File: config.mk
export PLATFORM = sky130hd
export DESIGN_NAME = rsch_ctrl
export DESIGN_NICKNAME = d
export VERILOG_FILES = /design/src/rtl/core/rsch_pkg.sv /design/src/rtl/core/rsch_ctrl.sv
export SDC_FILE = /design/constraint.sdc
export NUM_CORES = 1
export LEC_CHECK = 0
export BUFFER_PORTS_ARGS = -buffer_cell sky130_fd_sc_hd__buf_4
export CAP_MARGIN = 20
export CORE_AREA = 3 3 40 42
export DETAILED_ROUTE_END_ITERATION = 10
export DIE_AREA = 0 0 43 45
export PLACE_DENSITY = 0.54
export SLEW_MARGIN = 20
export SYNTH_ARGS = -nofsm -noshare
export SYNTH_HDL_FRONTEND = slang
export SYNTH_SLANG_ARGS = --single-unit
File: constraint.sdc
create_clock -name clk -period 1.45 [get_ports clk]
set_input_delay 0.29 -clock clk [delete_from_list [all_inputs] [get_ports clk]]
set_output_delay 0.29 -clock clk [all_outputs]
set_load 0.02 [all_outputs]
File: src/rtl/core/rsch_pkg.sv
`timescale 1ns / 1ps
`default_nettype none
// ----------------------------------------------------------------------------
// rsch_pkg: shared types and constants for the send count histogram
// Field widths, item kinds, register indexes, controller states and the
// command/status bundles between the controller and the datapath.
// ----------------------------------------------------------------------------
package rsch_pkg;

	// Fixed field widths
	localparam int KIND_W     = 3;
	localparam int SLOT_W     = 8;
	localparam int VAL_W      = 32;
	localparam int GIDX_W     = 32;
	localparam int RANK_W     = 8;
	localparam int CHUNK_W    = 4;
	localparam int COUNT_W    = 32;
	localparam int CFG_W      = 5;
	localparam int CFG_IDX_W  = 2;

	// Parameter defaults
	localparam int DEF_MAX_CHUNKS = 16;
	localparam int DEF_MAX_RANKS  = 256;
	localparam int DEF_INDEX_BITS = 32;

	// Item kinds
	typedef enum logic [KIND_W-1:0] {
		KIND_LOAD_OFS  = 3'd0,
		KIND_LOAD_RANK = 3'd1,
		KIND_CLEAR     = 3'd2,
		KIND_CLASSIFY  = 3'd3,
		KIND_READ      = 3'd4
	} kind_t;

	// Configuration register indexes
	typedef enum logic [CFG_IDX_W-1:0] {
		CFG_ROW_CHUNKS = 2'd0,
		CFG_COL_CHUNKS = 2'd1
	} cfg_reg_t;

	// Controller states
	typedef enum logic [2:0] {
		ST_IDLE,
		ST_SCAN,
		ST_CALC,
		ST_LOOK,
		ST_CHK,
		ST_UPD,
		ST_RD,
		ST_RDOUT
	} state_t;

	// Which result the output register is loaded with
	typedef enum logic [1:0] {
		RES_MISS,
		RES_BADRANK,
		RES_COUNT,
		RES_READ
	} res_sel_t;

	typedef struct packed {
		logic     wr_ofs;
		logic     wr_rank;
		logic     clear;
		logic     start_scan;
		logic     start_read;
		logic     scan;
		logic     calc;
		logic     use_slot;
		logic     emit;
		res_sel_t res_sel;
		logic     cnt_write;
	} cmd_t;

	typedef struct packed {
		logic scan_done;
		logic hit;
		logic rank_ok;
		logic out_full;
	} sts_t;

endpackage
`default_nettype wire

File: src/rtl/core/rsch_ctrl.sv
`timescale 1ns / 1ps
`default_nettype none
// ----------------------------------------------------------------------------
// rsch_ctrl: sequencing controller
// Decodes request kinds, walks the chunk scan, rank lookup and count
// update, and hands each result to the output register when it is free.
// ----------------------------------------------------------------------------
module rsch_ctrl (
	input  logic                      clk,
	input  logic                      arst_n,
	input  logic                      req_valid,
	input  logic [rsch_pkg::KIND_W-1:0] req_kind,
	output logic                      req_ready,
	input  rsch_pkg::sts_t            sts,
	output rsch_pkg::cmd_t            cmd
);
	import rsch_pkg::*;

	state_t state_q, state_d;

	// State register
	always_ff @(posedge clk or negedge arst_n) begin
		if (!arst_n) begin
			state_q <= ST_IDLE;
		end else begin
			state_q <= state_d;
		end
	end

	// Next state and commands
	always_comb begin
		state_d     = state_q;
		cmd         = '0;
		cmd.res_sel = RES_MISS;
		req_ready   = 1'b0;
		unique case (state_q)
			ST_IDLE: begin
				req_ready = 1'b1;
				if (req_valid) begin
					unique case (req_kind)
						KIND_LOAD_OFS:  cmd.wr_ofs  = 1'b1;
						KIND_LOAD_RANK: cmd.wr_rank = 1'b1;
						KIND_CLEAR:     cmd.clear   = 1'b1;
						KIND_CLASSIFY: begin
							cmd.start_scan = 1'b1;
							state_d        = ST_SCAN;
						end
						KIND_READ: begin
							cmd.start_read = 1'b1;
							state_d        = ST_RD;
						end
						default: ;
					endcase
				end
			end
			ST_SCAN: begin
				cmd.scan = 1'b1;
				if (sts.scan_done) state_d = ST_CALC;
			end
			ST_CALC: begin
				cmd.calc = 1'b1;
				state_d  = ST_LOOK;
			end
			ST_LOOK: begin
				state_d = ST_CHK;
			end
			ST_CHK: begin
				priority if (!sts.hit) begin
					if (!sts.out_full) begin
						cmd.emit    = 1'b1;
						cmd.res_sel = RES_MISS;
						state_d     = ST_IDLE;
					end
				end else if (!sts.rank_ok) begin
					if (!sts.out_full) begin
						cmd.emit    = 1'b1;
						cmd.res_sel = RES_BADRANK;
						state_d     = ST_IDLE;
					end
				end else begin
					state_d = ST_UPD;
				end
			end
			ST_UPD: begin
				if (!sts.out_full) begin
					cmd.emit      = 1'b1;
					cmd.res_sel   = RES_COUNT;
					cmd.cnt_write = 1'b1;
					state_d       = ST_IDLE;
				end
			end
			ST_RD: begin
				cmd.use_slot = 1'b1;
				state_d      = ST_RDOUT;
			end
			ST_RDOUT: begin
				cmd.use_slot = 1'b1;
				if (!sts.out_full) begin
					cmd.emit    = 1'b1;
					cmd.res_sel = RES_READ;
					state_d     = ST_IDLE;
				end
			end
			default: state_d = ST_IDLE;
		endcase
	end

endmodule
`default_nettype wire

==> results of run 1 <==
-- synth_stat cells --
cell / number
nor3_1: 4
dfrtp_1: 3
nand3b_1: 3
nor3b_1: 3
a21oi_1: 2
and2_1: 2
buf_2: 2
inv_1: 2
o21a_1: 2
a21boi_0: 1
a21boi_1: 1
a22o_1: 1
and3_1: 1
nand2_1: 1
nand4b_1: 1
nand4bb_1: 1
nor2b_1: 1
nor3_2: 1
o21ai_0: 1
o21ba_2: 1
o22ai_1: 1
or2_1: 1
or3b_1: 1
-- routing by layer --
layer | part of all wire, % | global-route usage, % | vias up
met4 | 0.77 | 7.229 | 0
li1 | - | - | 210
met5 | 0 | 0 | -
met2 | 52 | 20.06 | 12
met1 | 41 | 13.66 | 195
met3 | 5.6 | 4.781 | 2
-- power groups by stage --
stage / Clock (mW) / Sequential [mW] / Combinational [mW]
after floorplan: 0 / 0.167 / 0.430
after global placement: 0 / 0.163 / 0.750
after detailed placement: 0 / 0.167 / 0.743
after CTS: 0.155 / 0.178 / 0.864
after global routing: 0.166 / 0.187 / 1.08
final: 0.149 / 0.178 / 0.993
-- what timing repair did --
action / in CTS / in global routing
hold buffers: 1 / 0
pin swaps: 3 / 3
hold endpoints to repair: 3 / 0
setup buffers: 2 / 2
resized for setup: 12 / 10
setup endpoints to repair: 12 / 12
-- per-stage QoR --
stage	cell area [sq um]	setup slack, ps	std cells	total power [mW]
floorplan	337.8	-254.6	37	0.5975
global placement	564.3	-94.29	79	0.9128
detailed placement	564.3	-120.9	79	0.9103
CTS	659.4	-371.8	86	1.197
global route	713.2	-422.4	88	1.429
finish	713.2	-356.3	88	1.321
-- logic make-up (layout without fill, tap and decap cells) --
group	after synthesis	count (layout)	synth area share [%]
AND/OR/NAND/NOR	20	20	46.06
AO/OA/AOI/OAI	10	10	23.24
buffers and inverters	4	40	5.810
flip-flops	3	3	24.90
-- placed cells by master (no fill, tap or decap), types with 2 or more instances in the layout --
cell       n
buf_6     10
clkbuf_4   3
nor3_4     2
a21oi_1    2
nand3b_1   3
nor3_2     3
nor3b_2    3
buf_4     23
dfrtp_2    2
o21a_1     2
-- final cells by class --
cell class | count | area [sq um] | share of cell area, %
clock buffer | 4 | 26.28 | 3.684
inverter | 2 | 7.507 | 1.053
multi-input combinational | 30 | 287.8 | 40.35
sequential | 3 | 77.57 | 10.88
tap | 15 | 18.77 | 2.632
timing repair buffer | 34 | 295.3 | 41.40
-- path summary, 6_finish.rpt --
check / endpoint / slack (ps) / depth (start not counted)
max in group asynchronous: state_q[1] / 960 / 2
max: cmd[1] / -360 / 4
min in group asynchronous: state_q[0] / 380 / 2
max reg2reg: state_q[0] / 160 / 6
min reg2reg: state_q[1] / 710 / 2
min: state_q[0] / 370 / 3
-- critical path, cell delays in order, from the launching register on --
cell,delay [ps]
dfrtp_2,390
or2_4,250
or3b_4,380
a21boi_4,130
buf_6,130
==> impl_metrics.tcl, run 1 <==
set metrics [dict create \
    largest_reg_flops 3 \
    switching_power_mw 0.5354 \
    worst-path-max-fanout 2 \
    gp_congestion 0.7273 \
    yosys.area.top_type "dfrtp_1" \
    synth_top_area_share_pct 24.90 \
    ir_drop_uv 1198 \
    finalWorstSetupSlack_ps -356.3 \
    syn-cell-area_sq_um 301.5 \
    holdCritStartpoint "sts[3]" \
    cts.sinks 3 \
    leakagePower_nw 0.3174 \
    dr.pass1.iters 4 \
    reg_top3 "state_q x3" \
    hold_path_class "input pin to flop" \
    ant_nets 0 \
    clkTransAtPathRegs_ps 40 \
    power.clock.fraction_pct 11.3 \
    post-route-period-util_pct 124.6 \
    hold_viol 0 \
    grt_pass1_vias 432 \
    setup_viol 10 \
    vias 419 \
    wire_per_inst_um 11.74 \
    relSlewSlack_pct 82.50 \
    top_register "state_q" \
    vias_per_cell 4.761 \
    skew_ps 6.380 \
    internal-power_mw 0.7856 \
    arrival_ps 1520 \
    yosys_register_bits 3 \
    final_util_pct 55.50 \
    grt_pass1_wl_um 1759 \
    initial_utilization_pct 23.47 \
    synth_cell_types 23 \
    syn_nets 47 \
    routed_wirelength_um 1033 \
    drive_gt1_share_pct 73.97 \
    drt_iter0_markers 1 \
    coreArea_sq_um 1285 \
    finalNetCount 84 \
    grt_antenna_before_repair 0 \
    synthCells 37 \
    fin_crit_ps 1806 \
    numCtsBuffers 3 \
    diodes 0 \
    setup_tns_ps -1930 \
    synth_warnings 0 \
    portBuffers 22 \
    rsz0062_at_grt "true" \
    outcome "complete, but fails checks" \
    cts_buffer_depth 2 \
    endpoint_kind "primary output" \
    cts_tree "yes" \
    worst-setup-path-type "flop to primary output" \
    fp.dieH_um 45 \
    p_sw_share_pct 40.53 \
    worst_pin_slew_ps 260.2 \
    dieArea_sq_um 1935 \
    synthTopCellsByArea "dfrtp_1, nand3b_1, nor3b_1, nor3_1, o21a_1" \
    ios 23 \
    fmax_mhz 553.6 \
    synth_area_per_cell_sq_um 8.150 \
    cap_violations 0 \
    violations "negative setup slack" \
    fp.dieW_um 43 \
    worstSkewPairLatency_ps 240 \
    cp-start-kind "flop" \
    grt_max_degree 9 \
    crit_path_start "state_q[1]" \
    timing.rr.start "state_q[0]" \
    finalMaxSlewViolations 0 \
    globalRouteOverflowTotal 0 \
    ys_seq_area_share_pct 24.90 \
    powerDensity_nw_per_um2 1852 \
    fillerInstances 128 \
    placementRows 13 \
    p_seq_share_pct 13.5 \
    comb_power_share_pct 75.2 \
    cp.required_ps 1160 \
    post-route-drc-count 0 \
    hpwl_um 792.5 \
    grt_util_all_layers_pct 12.29 \
    h-tree-depth 1 \
    areaGrowthSynthToFinish_pct 136.5 \
    cts-root-buf "clkbuf_4" \
    holdWs_ps 368.4 \
]
No activity file was read; power rests on OpenSTA's default activity.
==> inputs of run 2 (changes only) <==
--- a/config.mk
+++ b/config.mk
@@ -7,10 +7,13 @@
 export LEC_CHECK = 0
 export BUFFER_PORTS_ARGS = -buffer_cell sky130_fd_sc_hd__buf_4
 export CAP_MARGIN = 20
-export CORE_AREA = 3 3 40 42
+export CELL_PAD_IN_SITES_DETAIL_PLACEMENT = 1
+export CELL_PAD_IN_SITES_GLOBAL_PLACEMENT = 1
+export CORE_MARGIN = 2
+export CORE_UTILIZATION = 21
 export DETAILED_ROUTE_END_ITERATION = 10
-export DIE_AREA = 0 0 43 45
-export PLACE_DENSITY = 0.54
+export GPL_TIMING_DRIVEN = 0
+export PLACE_DENSITY = 0.7
 export SLEW_MARGIN = 20
 export SYNTH_ARGS = -nofsm -noshare
 export SYNTH_HDL_FRONTEND = slang
==> impl_metrics.tcl, run 2 (synthesis gave the netlist of run 1 again) <==
set metrics [dict create \
    outcome "complete, but fails checks" \
    violations "negative setup slack" \
    worstSkewPairLatency_ps 240 \
    fmax_mhz 545.2 \
    fp.dieH_um 41.90 \
    comb_power_share_pct 79.1 \
    setup_tns_ps -2564 \
    hpwl_um 769.2 \
    globalRouteOverflowTotal 0 \
    cts-root-buf "clkbuf_4" \
    path_cells "or2_4, or3b_4, a21boi_4, buf_6" \
    cp-start-kind "flop" \
    fin_crit_ps 1834 \
    drive_gt1_share_pct 76.32 \
    holdWs_ps 365.9 \
    cts_tree "yes" \
    post-route-drc-count 0 \
    worst-path-max-fanout 2 \
    h-tree-depth 1 \
    final_common_cell "buf_4" \
    largest_reg_flops 3 \
    initial_utilization_pct 22.89 \
    cts_buffer_depth 2 \
    numCtsBuffers 3 \
    skew_ps 5.647 \
    cp.required_ps 1160 \
    placementRows 13 \
    p_seq_share_pct 10.7 \
    endpoint_kind "primary output" \
    rsz0062_at_grt "true" \
    fillerInstances 157 \
    grt_pass1_wl_um 2208 \
    gp_congestion 0.6786 \
    top_register "state_q" \
    diodes 0 \
    hold_path_class "input pin to asynchronous set/reset pin" \
    grt_pass1_vias 447 \
    ir_drop_uv 1053 \
    p_sw_share_pct 41.99 \
    drt_iter0_markers 5 \
    finalNetCount 87 \
    dr.pass1.iters 4 \
    worst_pin_slew_ps 223.9 \
    mostFrequentLayoutCells "buf_4, buf_6, nor3_2, nand3b_1, clkbuf_4" \
    setup_viol 12 \
    grt_antenna_before_repair 0 \
    fp.dieW_um 41.90 \
    powerDensity_nw_per_um2 1966 \
    wire_per_inst_um 17.16 \
    cap_violations 0 \
    leakagePower_nw 0.3389 \
    cp_slowest_stage_delay_ps 390 \
    clkTransAtPathRegs_ps 40 \
    areaGrowthSynthToFinish_pct 153.5 \
    ant_nets 0 \
    vias_per_cell 4.989 \
    ios 23 \
    relSlewSlack_pct 85.04 \
    coreArea_sq_um 1318 \
    finalMaxSlewViolations 0 \
    post-route-period-util_pct 126.5 \
    grt_max_degree 11 \
    finalWorstSetupSlack_ps -384.2 \
    cp_slowest_cell "dfrtp_1" \
    vias 454 \
    grt_util_all_layers_pct 17.47 \
    switching_power_mw 0.6312 \
    power.clock.fraction_pct 10.2 \
    worst-setup-path-type "flop to primary output" \
    routed_wirelength_um 1562 \
    hold_viol 0 \
    portBuffers 22 \
    internal-power_mw 0.8720 \
    arrival_ps 1540 \
    reg_top3 "state_q x3" \
    cts.sinks 3 \
    dieArea_sq_um 1755 \
]
[run 2: final timing paths]
check	from	end	slack, ps	cells past startpoint
worst min register to register	state_q[2]	state_q[1]	670	2
worst max register to register	state_q[1]	state_q[2]	70	6
max in group asynchronous	arst_n	state_q[1]	970	2
min in group clk	sts[3]	state_q[0]	370	3
worst min-delay path	arst_n	state_q[0]	370	2
worst max-delay path	state_q[0]	cmd[1]	-380	4
[run 2: power groups by stage]
stage	combinational (mW)	sequential [mW]	clock [mW]
after floorplan	0.430	0.167	0
after global placement	0.630	0.178	0
after detailed placement	0.633	0.177	0
after CTS	0.926	0.149	0.161
after global routing	1.26	0.164	0.170
final	1.19	0.160	0.154
[run 2: final cells by class]
type	instances	area, sq um	area share, %
Timing Repair Buffer	36	319.1	41.73
Multi-Input combinational cell	30	302.8	39.61
Sequential cell	3	76.32	9.984
Clock buffer	4	26.28	3.437
Tap cell	15	18.77	2.455
Buffer	1	11.26	1.473
Inverter	2	10.01	1.309
[run 2: repair_timing]
item                                   CTS  global route
resized for setup                       17            16
cloned                                   1             0
setup endpoints to repair               10            14
endpoints found under the hold margin    3             0
pin swaps                                7             8
hold buffers                             1             0
buffers inserted                         4             8
[run 2: per-layer routing]
| metal | track usage (%) | wire [um] |
|---|---|---|
| met1 | 21.26 | 654 |
| met2 | 28.13 | 866 |
| met3 | 2.609 | 26 |
| met4 | 11.61 | 16 |
| met5 | 0 | 0 |
[run 2: metrics by stage]
step	power [mW]	util, %	instance area, sq um	setup WS (ps)	instances
2_1_floorplan	0.5975	-	337.8	-254.6	37
3_3_place_gp	0.8083	39.60	521.8	-219.7	74
3_5_place_dp	0.8100	39.60	521.8	-223.0	74
4_1_cts	1.236	49.86	656.9	-364.6	84
5_1_grt	1.597	58.02	764.5	-469.2	91
6_report	1.503	58.02	764.5	-384.2	91
[run 2: worst max-delay path, delay by kind of cell (launching register included)]
family	cells	cell delay (ps)
compound gates	1	130
buf+inv	1	130
flops	1	390
simple gates	2	650
